$ cat src/rtl/ibl_pkg.sv
// Shared types and constants for the image buffer layout calculator.
// Holds the request and result structs, format codes, layout classes and helpers.
// No dependencies.
`timescale 1ns / 1ps

package ibl_pkg;

  // Field widths
  localparam int DIM_BITS = 14;
  localparam int FMT_W    = 27;
  localparam int CS_W     = 3;
  localparam int OUT_W    = 30;
  localparam int LINES_W  = DIM_BITS + 1;
  localparam int PROD_W   = 2 * LINES_W;
  localparam int SIZE_W   = PROD_W + 3;

  // Shared-memory page size (power of two)
  localparam int PAGE_BYTES = 4096;

  // Number of valid color spaces
  localparam logic [CS_W-1:0] CS_COUNT = CS_W'(4);

  // Pixel format codes
  localparam logic [FMT_W-1:0] FMT_PLAIN      = 27'h0000000;
  localparam logic [FMT_W-1:0] FMT_UNSUP_A    = 27'h0010000;
  localparam logic [FMT_W-1:0] FMT_YV12       = 27'h0010001;
  localparam logic [FMT_W-1:0] FMT_NV_A       = 27'h0020000;
  localparam logic [FMT_W-1:0] FMT_NV_B       = 27'h0020001;
  localparam logic [FMT_W-1:0] FMT_P16_A      = 27'h0040000;
  localparam logic [FMT_W-1:0] FMT_P16_B      = 27'h0040001;
  localparam logic [FMT_W-1:0] FMT_Y8         = 27'h0080000;
  localparam logic [FMT_W-1:0] FMT_UNSUP_B    = 27'h0100000;
  localparam logic [FMT_W-1:0] FMT_SHM_LO     = 27'h0100001;
  localparam logic [FMT_W-1:0] FMT_SHM_HI     = 27'h0100003;
  localparam logic [FMT_W-1:0] FMT_UNSUP_C    = 27'h0800000;
  localparam logic [FMT_W-1:0] FMT_BLOB       = 27'h1000000;
  localparam logic [FMT_W-1:0] FMT_BLOB_HDR_A = 27'h1000001;
  localparam logic [FMT_W-1:0] FMT_BLOB_HDR_B = 27'h1000002;
  localparam logic [FMT_W-1:0] FMT_JPEG       = 27'h2000000;
  localparam logic [FMT_W-1:0] FMT_RGB3       = 27'h4000000;
  localparam logic [FMT_W-1:0] FMT_RGB_LO     = 27'h4000001;
  localparam logic [FMT_W-1:0] FMT_RGB_HI     = 27'h4000003;

  // Fixed sizes
  localparam logic [SIZE_W-1:0] BLOB_HDR_BYTES = SIZE_W'(32'h10000);
  localparam logic [SIZE_W-1:0] JPEG_BYTES     = SIZE_W'(32'h5001c);

  // Result status codes
  typedef enum logic [1:0] {
    ST_OK          = 2'd0,
    ST_INVALID     = 2'd1,
    ST_UNSUPPORTED = 2'd2
  } status_t;

  // Layout classes
  typedef enum logic [3:0] {
    CLS_BAD_ARG,
    CLS_UNSUPPORTED,
    CLS_PLAIN,
    CLS_YV12,
    CLS_NV,
    CLS_P16,
    CLS_Y8,
    CLS_BLOB,
    CLS_BLOB_HDR,
    CLS_JPEG,
    CLS_RGB3
  } fmt_class_t;

  // Decoder to datapath control
  typedef struct packed {
    fmt_class_t cls;
    logic       aligned;   // stride and lines are aligned
    logic       align16;   // stride aligned to 16 instead of 2
    logic       blob;      // size from raw w*h
    logic       shm;       // shared-memory pool rules
  } dec_t;

  typedef struct packed {
    logic [DIM_BITS-1:0] frame_width;
    logic [DIM_BITS-1:0] frame_height;
    logic [FMT_W-1:0]    pixel_format;
    logic [CS_W-1:0]     cspace_idx;
  } req_t;

  typedef struct packed {
    logic [1:0]         status;
    logic [OUT_W-1:0]   line_stride;
    logic [LINES_W-1:0] plane_lines;
    logic [OUT_W-1:0]   buffer_bytes;
    logic [OUT_W-1:0]   first_plane_offset;
    logic [OUT_W-1:0]   second_plane_offset;
    logic [OUT_W-1:0]   image_bytes;
  } res_t;

  localparam logic [OUT_W-1:0] OUT_MAX = '1;

  // Clamp a wide value to the output field range
  function automatic logic [OUT_W-1:0] sat_out(input logic [SIZE_W-1:0] v);
    return (v > SIZE_W'(OUT_MAX)) ? OUT_MAX : v[OUT_W-1:0];
  endfunction

endpackage

$ cat src/rtl/ibl_fmt_decode.sv
// Format decoder: maps a request and the pool kind to a layout class.
// Depends on ibl_pkg.
`timescale 1ns / 1ps

module ibl_fmt_decode
  import ibl_pkg::*;
(
  input  req_t req,
  input  logic shm,
  output dec_t dec
);

  fmt_class_t cls;
  logic       bad_arg;

  assign bad_arg = (req.cspace_idx >= CS_COUNT) ||
                   (req.frame_width == '0) || (req.frame_height == '0);

  // Class decode; argument checks win over the format code
  always_comb begin
    if (bad_arg) begin
      cls = CLS_BAD_ARG;
    end else begin
      unique case (req.pixel_format) inside
        FMT_PLAIN:                       cls = CLS_PLAIN;
        FMT_YV12:                        cls = CLS_YV12;
        FMT_NV_A, FMT_NV_B:              cls = CLS_NV;
        FMT_P16_A, FMT_P16_B:            cls = CLS_P16;
        FMT_Y8:                          cls = CLS_Y8;
        FMT_BLOB:                        cls = CLS_BLOB;
        FMT_BLOB_HDR_A, FMT_BLOB_HDR_B:  cls = CLS_BLOB_HDR;
        FMT_JPEG:                        cls = CLS_JPEG;
        FMT_RGB3:                        cls = CLS_RGB3;
        FMT_UNSUP_A, FMT_UNSUP_B, FMT_UNSUP_C,
        [FMT_RGB_LO:FMT_RGB_HI]:         cls = CLS_UNSUPPORTED;
        // unsupported in the shared-memory pool, invalid in the plain pool
        [FMT_SHM_LO:FMT_SHM_HI]:         cls = shm ? CLS_UNSUPPORTED : CLS_BAD_ARG;
        default:                         cls = CLS_BAD_ARG;
      endcase
    end
  end

  always_comb begin
    dec.cls     = cls;
    dec.aligned = (cls == CLS_YV12) || (cls == CLS_NV) || (cls == CLS_P16) ||
                  (cls == CLS_Y8) || (cls == CLS_RGB3);
    dec.align16 = (cls == CLS_YV12);
    dec.blob    = (cls == CLS_BLOB) || (cls == CLS_BLOB_HDR);
    dec.shm     = shm;
  end

endmodule

$ cat config.mk
export PLATFORM = sky130hd
export DESIGN_NAME = ibl_fmt_decode
export DESIGN_NICKNAME = d
export VERILOG_FILES = /design/src/rtl/ibl_pkg.sv /design/src/rtl/ibl_fmt_decode.sv
export SDC_FILE = /design/constraint.sdc
export NUM_CORES = 1
export LEC_CHECK = 0
export BUFFER_PORTS_ARGS = -buffer_cell sky130_fd_sc_hd__buf_2
export CAP_MARGIN = 20
export CORE_MARGIN = 2
export CORE_UTILIZATION = 40
export DETAILED_ROUTE_END_ITERATION = 8
export PLACE_DENSITY = 0.9
export RECOVER_POWER = 25
export SYNTH_ARGS = -nofsm -noshare
export SYNTH_HDL_FRONTEND = slang
export SYNTH_SLANG_ARGS = --single-unit
$ cat constraint.sdc
create_clock -name vclk -period 2.58
set_input_delay 0.129 -clock vclk [all_inputs]
set_output_delay 0.129 -clock vclk [all_outputs]
set_load 0.02 [all_outputs]
==> run summary <==
Fmax - 415.7 MHz
post-place setup slack - 0.2395 ns
pwr dens - 94.53 nW/um2
Hold Vio Cnt, Final - 0
Post-DRT Antenna Nets - 0
routed wire length - 2241 um
Syn Std Cell Area - 635.6 um2
final setup violation count - 0
Iteration-0 DRC Markers - 27
kind of critical path - in2out
wire per inst - 12.18 um
CORE AREA - 1506 um2
min Tclk post-route - 2.406 ns
Worst Setup End Kind - output pin
Final Cycle Share - 93.24%
first-pass GRT wire length - 3560 um
cell taking the most area after synthesis - nor4_1
final sequential cell count - 0
cts hold-fix bufs - 0
Syn. warnings - 0
vias in the first global route - 912
fillers - 153
top-count cell post-synth - nor2_1
Die W - 43.86 um
largest net degree at the start of global routing - 12
Slew @ Worst Pin - 0.6007 ns
Leakage Power - 0.4155 nW
Min-Delay Path Depth - 2
Hold Slack - 0.5400 ns
Worst Path Required - 2.45 ns
hold crit path type - in2out
DIE AREA - 1924 um2
# DRC - 0
top cells by count, synth - nor2_1 (14), nor4_1 (12), nor3_1 (9)
setup ws final - 0.1745 ns
share of the synthesized area in the top cell type - 11.81%
met3 Use GR - 2.500%
fin cells - 184
met1 Track Usage GR - 24.94%
CP max stage cell - or4_4
VDD IR-drop max - 0.05366 mV
Mapped Cells - 108
unrepaired setup endpoints after global routing - no
Layout area overhead - 49.61%
Post-CTS Setup Inserts - 0
via count - 1059
num rows - 14
status - finished, final reports clean
CP max stage delay - 0.55 ns
Initial DRT Pass Iterations - 4
Starting Density - 42.19%
crit-path most repeated cell - buf_2
Ant. Diodes - 0
DP Cell Count - 184
Post-DP HPWL - 1986 um
PortBufs - 65
startpoint types - primary input
nets - 229
GR Overflow Total - 0
# clk buffers - 0
top cells by area, synth - nor4_1 (12%), nor2_1 (8.3%), nor3_1 (7.1%)
max-capacitance violation count - 0
CP arrival - 2.28 ns
CP max FO - 5
syn nets - 167
global route hottest layer - met2
Synth cell types - 39
total power - 89.89 uW
Rel. slew slack - 59.58%
Synth Area per Inst - 5.885 um2
layout cells sized above 1 - 42.86%
initial antenna violation count - 0
Top Ports - 67
Die Y - 43.86 um
Slew Viols, Final - 0
cts repair resizes - 0
CP Cell Sequence - buf_2, or4_4, nor3_1, a21boi_1, o21ai_1, or3b_2, a31oi_1, buf_2
post-synthesis sequential area ratio - 0%
Via density - 5.755
met2 Use GR - 47.35%
register area - 0 um2
All-Layer GR Usage - 22.95%
Routability Congestion - 0.8606
final setup TNS - 0 ns
==> cells by family after synthesis <==
| kind of cell | count (synthesis) | synth area share, % |
|---|---|---|
| AND/OR/NAND/NOR | 71 | 63.19 |
| AO/OA/AOI/OAI | 24 | 25.20 |
| buffers and inverters | 9 | 6.101 |
| XOR/XNOR | 4 | 5.513 |
==> stage by stage <==
stage	utilization (%)	cell area, um2
6_report	63.12	950.9
5_1_grt	63.12	950.9
4_1_cts	63.54	957.2
3_5_place_dp	63.54	957.2
3_3_place_gp	63.54	957.2
2_1_floorplan	-	635.6
==> worst max-delay path: cells and delay by family <==
family / cells / cell delay [ns]
AO/OA/AOI/OAI: 3 / 0.45
buffers and inverters: 2 / 0.32
AND/OR/NAND/NOR: 3 / 1.38
==> final timing paths <==
kind / to / slack, ns / startpoint
min: dec[0] / 0.54 / shm
max: dec[3] / 0.17 / req[23]
==> report_power, final <==
| part | internal, mW | switching (mW) |
|---|---|---|
| Clock | 0 | 0 |
| Combinational | 0.0455 | 0.0443 |
| Sequential | 0 | 0 |
| Total | 0.0455 | 0.0443 |
==> per-layer routing <==
layer	part of all wire, %	routed length, um
met3	9.4	210
met4	0.62	14
met2	52	1169
met5	0	0
met1	38	846
==> cells in the final DEF, fill, tap and decap left out, types with 2 or more instances in the layout <==
cell     synthesis  layout
nor3_1           9      10
a41oi_1          2       2
nand3_1          7       7
a21oi_1          2       2
and2_2           2       2
inv_1            4       4
or3_1            2       2
buf_2            1      64
o21ai_0          4       4
or3b_2           2       2
nor4_1          12      12
xor2_1           3       3
nand4_1          3       3
nor2_1          14      14
a21o_1           2       2
nand2_1          8       8
a31oi_1          4       4
o21ai_1          2       2
and4_1           2       2
o22ai_1          2       2
==> final cells by class <==
| type | instances | area [um2] | share of cell area (%) |
|---|---|---|---|
| well taps | 16 | 20.02 | 2.105 |
| multi-input cells | 99 | 591.8 | 62.24 |
| repair buffers | 65 | 324.1 | 34.08 |
| inverters | 4 | 15.01 | 1.579 |
(Power assumes the default switching activity.)
