==> config.mk <==
export PLATFORM = sky130hd
export DESIGN_NAME = ibl_layout_core
export DESIGN_NICKNAME = d
export VERILOG_FILES = /design/src/rtl/ibl_pkg.sv /design/src/rtl/ibl_layout_core.sv
export SDC_FILE = /design/constraint.sdc
export NUM_CORES = 1
export LEC_CHECK = 0
export BUFFER_PORTS_ARGS = -buffer_cell sky130_fd_sc_hd__buf_2
export CAP_MARGIN = 40
export CORE_MARGIN = 2
export CORE_UTILIZATION = 50
export DETAILED_ROUTE_END_ITERATION = 8
export PLACE_DENSITY = 0.77
export SYNTH_ARGS = -nofsm -noshare
export SYNTH_HDL_FRONTEND = slang
export SYNTH_SLANG_ARGS = --single-unit
export TNS_END_PERCENT = 10
==> constraint.sdc <==
create_clock -name vclk -period 16.6
set_input_delay 0.83 -clock vclk [all_inputs]
set_output_delay 0.83 -clock vclk [all_outputs]
set_load 0.005 [all_outputs]
==> src/rtl/ibl_pkg.sv <==
// Shared types and constants for the image buffer layout calculator.
// Holds the request and result structs, format codes, layout classes and helpers.
// No dependencies.
`timescale 1ns / 1ps

package ibl_pkg;

  // Field widths
  localparam int DIM_BITS = 14;
  localparam int FMT_W    = 27;
  localparam int CS_W     = 3;
  localparam int OUT_W    = 30;
  localparam int LINES_W  = DIM_BITS + 1;
  localparam int PROD_W   = 2 * LINES_W;
  localparam int SIZE_W   = PROD_W + 3;

  // Shared-memory page size (power of two)
  localparam int PAGE_BYTES = 4096;

  // Number of valid color spaces
  localparam logic [CS_W-1:0] CS_COUNT = CS_W'(4);

  // Pixel format codes
  localparam logic [FMT_W-1:0] FMT_PLAIN      = 27'h0000000;
  localparam logic [FMT_W-1:0] FMT_UNSUP_A    = 27'h0010000;
  localparam logic [FMT_W-1:0] FMT_YV12       = 27'h0010001;
  localparam logic [FMT_W-1:0] FMT_NV_A       = 27'h0020000;
  localparam logic [FMT_W-1:0] FMT_NV_B       = 27'h0020001;
  localparam logic [FMT_W-1:0] FMT_P16_A      = 27'h0040000;
  localparam logic [FMT_W-1:0] FMT_P16_B      = 27'h0040001;
  localparam logic [FMT_W-1:0] FMT_Y8         = 27'h0080000;
  localparam logic [FMT_W-1:0] FMT_UNSUP_B    = 27'h0100000;
  localparam logic [FMT_W-1:0] FMT_SHM_LO     = 27'h0100001;
  localparam logic [FMT_W-1:0] FMT_SHM_HI     = 27'h0100003;
  localparam logic [FMT_W-1:0] FMT_UNSUP_C    = 27'h0800000;
  localparam logic [FMT_W-1:0] FMT_BLOB       = 27'h1000000;
  localparam logic [FMT_W-1:0] FMT_BLOB_HDR_A = 27'h1000001;
  localparam logic [FMT_W-1:0] FMT_BLOB_HDR_B = 27'h1000002;
  localparam logic [FMT_W-1:0] FMT_JPEG       = 27'h2000000;
  localparam logic [FMT_W-1:0] FMT_RGB3       = 27'h4000000;
  localparam logic [FMT_W-1:0] FMT_RGB_LO     = 27'h4000001;
  localparam logic [FMT_W-1:0] FMT_RGB_HI     = 27'h4000003;

  // Fixed sizes
  localparam logic [SIZE_W-1:0] BLOB_HDR_BYTES = SIZE_W'(32'h10000);
  localparam logic [SIZE_W-1:0] JPEG_BYTES     = SIZE_W'(32'h5001c);

  // Result status codes
  typedef enum logic [1:0] {
    ST_OK          = 2'd0,
    ST_INVALID     = 2'd1,
    ST_UNSUPPORTED = 2'd2
  } status_t;

  // Layout classes
  typedef enum logic [3:0] {
    CLS_BAD_ARG,
    CLS_UNSUPPORTED,
    CLS_PLAIN,
    CLS_YV12,
    CLS_NV,
    CLS_P16,
    CLS_Y8,
    CLS_BLOB,
    CLS_BLOB_HDR,
    CLS_JPEG,
    CLS_RGB3
  } fmt_class_t;

  // Decoder to datapath control
  typedef struct packed {
    fmt_class_t cls;
    logic       aligned;   // stride and lines are aligned
    logic       align16;   // stride aligned to 16 instead of 2
    logic       blob;      // size from raw w*h
    logic       shm;       // shared-memory pool rules
  } dec_t;

  typedef struct packed {
    logic [DIM_BITS-1:0] frame_width;
    logic [DIM_BITS-1:0] frame_height;
    logic [FMT_W-1:0]    pixel_format;
    logic [CS_W-1:0]     cspace_idx;
  } req_t;

  typedef struct packed {
    logic [1:0]         status;
    logic [OUT_W-1:0]   line_stride;
    logic [LINES_W-1:0] plane_lines;
    logic [OUT_W-1:0]   buffer_bytes;
    logic [OUT_W-1:0]   first_plane_offset;
    logic [OUT_W-1:0]   second_plane_offset;
    logic [OUT_W-1:0]   image_bytes;
  } res_t;

  localparam logic [OUT_W-1:0] OUT_MAX = '1;

  // Clamp a wide value to the output field range
  function automatic logic [OUT_W-1:0] sat_out(input logic [SIZE_W-1:0] v);
    return (v > SIZE_W'(OUT_MAX)) ? OUT_MAX : v[OUT_W-1:0];
  endfunction

endpackage

==> src/rtl/ibl_layout_core.sv <==
// Layout datapath: stride alignment, plane area multiply, size, offsets, rounding.
// Depends on ibl_pkg; driven by the class from ibl_fmt_decode.
`timescale 1ns / 1ps

module ibl_layout_core
  import ibl_pkg::*;
(
  input  req_t req,
  input  dec_t dec,
  output res_t res
);

  localparam logic [SIZE_W-1:0] PAGE_MASK = SIZE_W'(PAGE_BYTES - 1);

  logic [LINES_W-1:0]       w_x, h_x;
  logic [LINES_W-1:0]       w_up2, w_up16, h_up2;
  logic [DIM_BITS-1:0]      half_stride, chroma;
  logic [LINES_W-1:0]       stride_al;
  logic [LINES_W-1:0]       mul_a, mul_b;
  logic [PROD_W-1:0]        prod_area;
  logic [LINES_W+DIM_BITS-1:0] prod_chroma;
  logic [SIZE_W-1:0]        p, q, half_q;
  logic [SIZE_W-1:0]        size, stride, bytes, off1, off2, image;
  logic [LINES_W-1:0]       lines;
  status_t                  st;

  assign w_x = {1'b0, req.frame_width};
  assign h_x = {1'b0, req.frame_height};

  // Alignment to 2 and to 16
  assign w_up2  = {w_x[DIM_BITS:1] + DIM_BITS'(w_x[0]), 1'b0};
  assign h_up2  = {h_x[DIM_BITS:1] + DIM_BITS'(h_x[0]), 1'b0};
  assign w_up16 = {w_x[DIM_BITS:4] + (DIM_BITS-3)'(|w_x[3:0]), 4'b0};

  // Chroma stride: half the luma stride, aligned to 16
  assign half_stride = w_up16[DIM_BITS:1];
  assign chroma = {half_stride[DIM_BITS-1:4] + (DIM_BITS-4)'(|half_stride[3:0]), 4'b0};

  assign stride_al = dec.align16 ? w_up16 : w_up2;

  // Area multiply: aligned plane, or raw w*h for blob formats
  assign mul_a = dec.blob ? w_x : stride_al;
  assign mul_b = dec.blob ? h_x : h_up2;
  assign prod_area   = mul_a * mul_b;
  assign prod_chroma = h_up2 * chroma;

  assign p      = SIZE_W'(prod_area);
  assign q      = SIZE_W'(prod_chroma);
  assign half_q = q >> 1;

  // Total size, stride and lines per class
  always_comb begin
    size = SIZE_W'(w_x);
    case (dec.cls)
      CLS_YV12:     size = p + q;
      CLS_NV:       size = p + (p >> 1);
      CLS_P16:      size = p << 1;
      CLS_Y8:       size = p;
      CLS_BLOB:     size = p << 1;
      CLS_BLOB_HDR: size = (p << 1) + BLOB_HDR_BYTES;
      CLS_JPEG:     size = JPEG_BYTES;
      CLS_RGB3:     size = p + (p << 1);
      default:      size = SIZE_W'(w_x);
    endcase
  end

  always_comb begin
    if (dec.aligned) begin
      stride = SIZE_W'(stride_al);
      lines  = h_up2;
    end else if (dec.cls == CLS_JPEG || (dec.blob && !dec.shm)) begin
      stride = size;
      lines  = LINES_W'(1);
    end else begin
      stride = SIZE_W'(w_x);
      lines  = LINES_W'(1);
    end
  end

  // Page rounding for the shared pool
  assign bytes = dec.shm ? ((size + PAGE_MASK) & ~PAGE_MASK) : size;

  // Plane offsets and image size
  always_comb begin
    off1  = '0;
    off2  = '0;
    image = bytes;
    case (dec.cls)
      CLS_NV: begin
        off1  = p;
        image = p + (p >> 1);
      end
      CLS_YV12: begin
        off2  = p;
        off1  = p + half_q;
        image = p + half_q + half_q;
      end
      CLS_P16: begin
        off1  = p;
        image = p << 1;
      end
      CLS_Y8:  image = p;
      default: image = bytes;
    endcase
  end

  always_comb begin
    case (dec.cls)
      CLS_BAD_ARG:     st = ST_INVALID;
      CLS_UNSUPPORTED: st = ST_UNSUPPORTED;
      default:         st = ST_OK;
    endcase
  end

  // Failed transactions report status only
  always_comb begin
    res = '0;
    res.status = st;
    if (st == ST_OK) begin
      res.line_stride         = sat_out(stride);
      res.plane_lines         = lines;
      res.buffer_bytes        = sat_out(bytes);
      res.first_plane_offset  = sat_out(off1);
      res.second_plane_offset = sat_out(off2);
      res.image_bytes         = sat_out(image);
    end
  end

endmodule

==> results of run 1 <==
## layer usage
layer / GRT usage / wire length, um / up-vias
met4: 0.142 / 4370 / 4
li1: - / - / 11300
met1: 0.480 / 35400 / 12000
met3: 0.0717 / 10600 / 264
met5: 0 / 28 / -
met2: 0.583 / 41000 / 1512
## per-stage QoR
step                      setup WS [ps]  instance area [um2]
after global routing                712                25300
after detailed placement           1690                25300
after global placement             1750                25200
after CTS                          1610                25300
after floorplan                    3420                23600
final                              1340                25300
## logic make-up after synthesis
kind of cell               after synthesis  synth area share
muxes                                   17           0.00741
buffers and inverters                  557            0.0931
adders and majority gates              530             0.365
AOI/OAI and AO/OA                      799             0.229
and+or+nand+nor                       1128             0.225
xor gates and xnor gates               214            0.0803
other                                    2          0.000318
## area by class of cell
class              instances  share of cell area
repair buffers           271              0.0607
inverters                397              0.0592
multi-input cells       2690               0.850
diodes                     3            0.000297
well taps                607              0.0301
## final timing paths
check,startpoint,to,slack (ps)
max,req[30],res[22],1340
min,req[37],res[127],2210
## critical path, delay by kind of cell
kind                     cells  cell delay, ps
multiplexers                 1             410
buffers and inverters        8            1410
XOR/XNOR                     3             940
AND/OR/NAND/NOR             15            2990
AO/OA/AOI/OAI               12            2880
adder cells (fa/ha/maj)     11            4950
## cell usage in the layout, fill, tap and decap left out, types with 17 or more instances in the layout
cell type | synthesis | final
o22ai_1 | 22 | 22
buf_4 | 8 | 67
nand4_1 | 27 | 27
o31ai_1 | 17 | 17
nand2_1 | 351 | 351
nor3_1 | 55 | 52
xnor2_1 | 133 | 133
nand3_1 | 65 | 65
or3_1 | 22 | 21
o21a_1 | 34 | 34
buf_2 | 10 | 203
o211ai_1 | 21 | 21
o21ai_0 | 180 | 180
ha_1 | 265 | 265
xor2_1 | 78 | 77
nand2b_1 | 38 | 38
nor2b_1 | 25 | 25
and2_1 | 37 | 37
nor2_1 | 361 | 359
and3_1 | 58 | 58
or2_2 | 20 | 20
fa_1 | 265 | 265
a21oi_1 | 205 | 205
a21o_1 | 58 | 58
a211oi_1 | 42 | 42
inv_1 | 392 | 392
a31oi_1 | 27 | 27
o21bai_1 | 23 | 23
==> key figures, run 1 <==
Status
  – Status: completed

Floorplanning
  – Initial Util: 0.508
  – Die width: 221 um
  – Core area: 46600 um2
  – Die area: 49000 um2
  – Top Ports: 233
  – Cell Rows: 79
  – Die height: 221 um

STA
  – Rel. slew slack: 0.322
  – Fmax: 0.0655 GHz
  – Setup tns final: 0 ps
  – Least-Margin Pin Slew: 1010 ps
  – Final hold violations: 0
  – Slew Limit Fails: 0
  – Final setup fails: 0
  – Period utilization: 0.919
  – Post-layout min period: 15260 ps
  – RSZ-0062 raised after global routing: no
  – Hold slack: 2210 ps

Placed design
  – Number of port buffers: 203
  – DP HPWL: 75800 um
  – GP Congestion: 1.02
  – Dpl cells: 3965

Worst setup path
  – Critical path arrival: 14430 ps
  – Crit path kind: input port to output port
  – Max stage delay on crit path: 610 ps
  – Worst endpoint required time: 15770 ps
  – CP max-delay cell: xor2_1
  – Worst-path fanout max: 15
  – Crit path launch type: input port
  – CP endpoint kind: output port
  – Most frequent CP cell: fa_1

GRT
  – Maximum number of pins on one net before global-route repair: 51
  – Antenna violations before repair: 5
  – First-pass GRT wire length: 141000 um
  – Number of global-route vias before repair: 24100
  – GRT Residual Overflow: 0
  – GRT Total Usage: 0.363

Cells and area
  – Layout fillers: 4627
  – Share of cells above drive strength 1: 0.109
  – Storage element area: 0 um2
  – P&R area growth vs syn: 6.90%
  – Multi-input combinational cell area: 21500 um2
  – Clkbuf count: 0
  – Net count, final: 3956
  – Final core utilization: 0.543
  – Seq_cells: 0
  – Final cell count without fillers: 3968

Detailed routing
  – Routed vias/inst: 6.33
  – Antenna-violating nets left: 0
  – Via count: 25100
  – Post-route DRC: 0
  – Starting DRT DRC Count: 2922
  – WL final: 91400 um
  – Routed WL per cell: 23.0 um
  – Drt first pass iters: 6

Synthesis
  – Cell taking the most area after synthesis: fa_1
  – Yosys warnings: 0
  – Count leader, synth: inv_1
  – Top cell type's share of synthesized area: 0.224
  – Post-Syn Instances: 3247
  – Syn_nets: 3843
  – Top cells by count, synth: inv_1, nor2_1, nand2_1
  – Sequential cell area fraction in the yosys report: 0
  – Synth area leaders: fa_1, ha_1, inv_1, nor2_1, nand2_1
  – Mapped Area: 23600 um2
  – Mean Syn Cell Area: 7.28 um2
  – Synth unique cells: 109

Hold path
  – Hold crit path type: input port to output port
  – Hold Path Depth: 4

Clock tree
  – CTS hold repair buffers: 0
  – Post-cts resize count: 0
  – Post-CTS Setup Inserts: 0

Run
  – Number of max-cap violations: 0
==> run 2: changes to the inputs <==
==> constraint.sdc (replaced) <==
create_clock -name vclk -period 16.6
set_input_delay 0 -clock vclk [all_inputs]
set_output_delay 0 -clock vclk [all_outputs]
set_load 0.005 [all_outputs]
==> run 2 against run 1 <==
  * Design area is essentially flat
  * Maximum frequency grew 6.1%
  * Non-clock buffer count shrank 3
  * Clock-buffer cell count is the same
  * Critical path type unchanged
  * Setup slack gained 880 ps
  * Die area is the same
  * Via count grew 1.0%
  * Wire length shrank 0.94%
==> key figures, run 2 (synthesized netlist as in run 1, its figures left out) <==
Clock tree
  – Post-cts resize count: 0
  – Post-CTS Setup Inserts: 0
  – CTS hold repair buffers: 0

Detailed routing
  – Routed vias/inst: 6.40
  – Starting DRT DRC Count: 2745
  – WL final: 90500 um
  – Post-route DRC: 0
  – Antenna-violating nets left: 0
  – Via count: 25400
  – Routed WL per cell: 22.8 um
  – Drt first pass iters: 6

Worst setup path
  – Worst-path fanout max: 19
  – Critical path arrival: 14380 ps
  – Max stage delay on crit path: 780 ps
  – Worst endpoint required time: 16600 ps
  – Critical path origin: req[30]
  – CP max-delay cell: or3_1
  – CP endpoint kind: output port
  – Most frequent CP cell: inv_1
  – Crit path kind: input port to output port
  – Crit path launch type: input port

Status
  – Status: completed

STA
  – Least-Margin Pin Slew: 952 ps
  – Rel. slew slack: 0.365
  – Post-layout min period: 14380 ps
  – Fin worst setup slack: 2220 ps
  – Period utilization: 0.866
  – Slew Limit Fails: 0
  – Final setup fails: 0
  – RSZ-0062 raised after global routing: no
  – Setup tns final: 0 ps
  – Final hold violations: 0
  – Fmax: 0.0696 GHz

Cells and area
  – Net count, final: 3953
  – Clkbuf count: 0
  – Share of cells above drive strength 1: 0.108
  – Storage element area: 0 um2
  – Multi-input combinational cell area: 21500 um2
  – Most frequent cells in the layout: inv_1, nor2_1, nand2_1
  – Finished Cell Area: 25300 um2
  – Layout fillers: 4587
  – P&R area growth vs syn: 6.86%
  – Seq_cells: 0
  – Commonest non-fill, non-tap cell in the layout: inv_1

Placed design
  – DP HPWL: 75000 um
  – Number of port buffers: 203
  – Placement Setup Slack: 2730 ps
  – Placed instance area: 25200 um2
  – GP Congestion: 1.03

Hold path
  – Start point of the worst min-delay path: req[36]
  – Hold crit path type: input port to output port
  – Hold Path Depth: 4
  – Hold EP: res[126]

Floorplanning
  – Die width: 221 um
  – Initial Util: 0.508
  – Die height: 221 um
  – Top Ports: 233
  – Core area: 46600 um2
  – Cell Rows: 79
  – Die area: 49000 um2

GRT
  – Number of global-route vias before repair: 24200
  – GRT Residual Overflow: 0
  – Maximum number of pins on one net before global-route repair: 63
  – Antenna violations before repair: 6
  – GRT Total Usage: 0.359
  – First-pass GRT wire length: 140000 um

Run
  – Number of max-cap violations: 0
==> run 2: changes by cell type in the layout (fill, tap and decap cells not counted) <==
cell / previous run / this run
buf_4: 67 / 59
clkbuf_4: 0 / 1
buf_16: 0 / 1
nor4b_1: 6 / 5
nor4b_2: 1 / 2
buf_2: 203 / 206
xor2_1: 77 / 78
xor2_2: 1 / 0
==> run 2: area by class of cell <==
cell class | instances | share of cell area
Antenna cell | 3 | 0.000297
Inverter | 397 | 0.0593
Multi-Input combinational cell | 2690 | 0.850
Tap cell | 607 | 0.0301
Timing Repair Buffer | 268 | 0.0604
==> run 2: metrics by stage <==
stage               hold WS (ps)  std cells  utilization
floorplan                    151       3247            -
detailed placement           534       3958        0.542
global route                 571       3964        0.542
CTS                          539       3958        0.542
finish                       545       3965        0.542
global placement             547       3939        0.538
==> run 2: how the worst max path moves through the flow <==
| stage | endpoint | slack [ps] |
|---|---|---|
| finish | res[20] | 2220 |
| global placement | res[21] | 2320 |
| floorplan | res[27] | 5080 |
| CTS | res[20] | 2660 |
| global route | res[20] | 1760 |
| detailed placement | res[20] | 2730 |
==> run 2: per-layer routing <==
layer  track usage  up-vias  share of wire
met5             0        -        0.00041
met4         0.168        6          0.058
met3        0.0823      331           0.12
met2         0.566     1619           0.44
met1         0.467    12100           0.38
li1              -    11300              -
==> run 2: critical path: cells and delay by family <==
kind	cells	cell delay, ps
and+or+nand+nor	15	5480
adders and majority gates	9	4470
buffers and inverters	10	1360
xor gates and xnor gates	1	670
AOI/OAI and AO/OA	8	2310
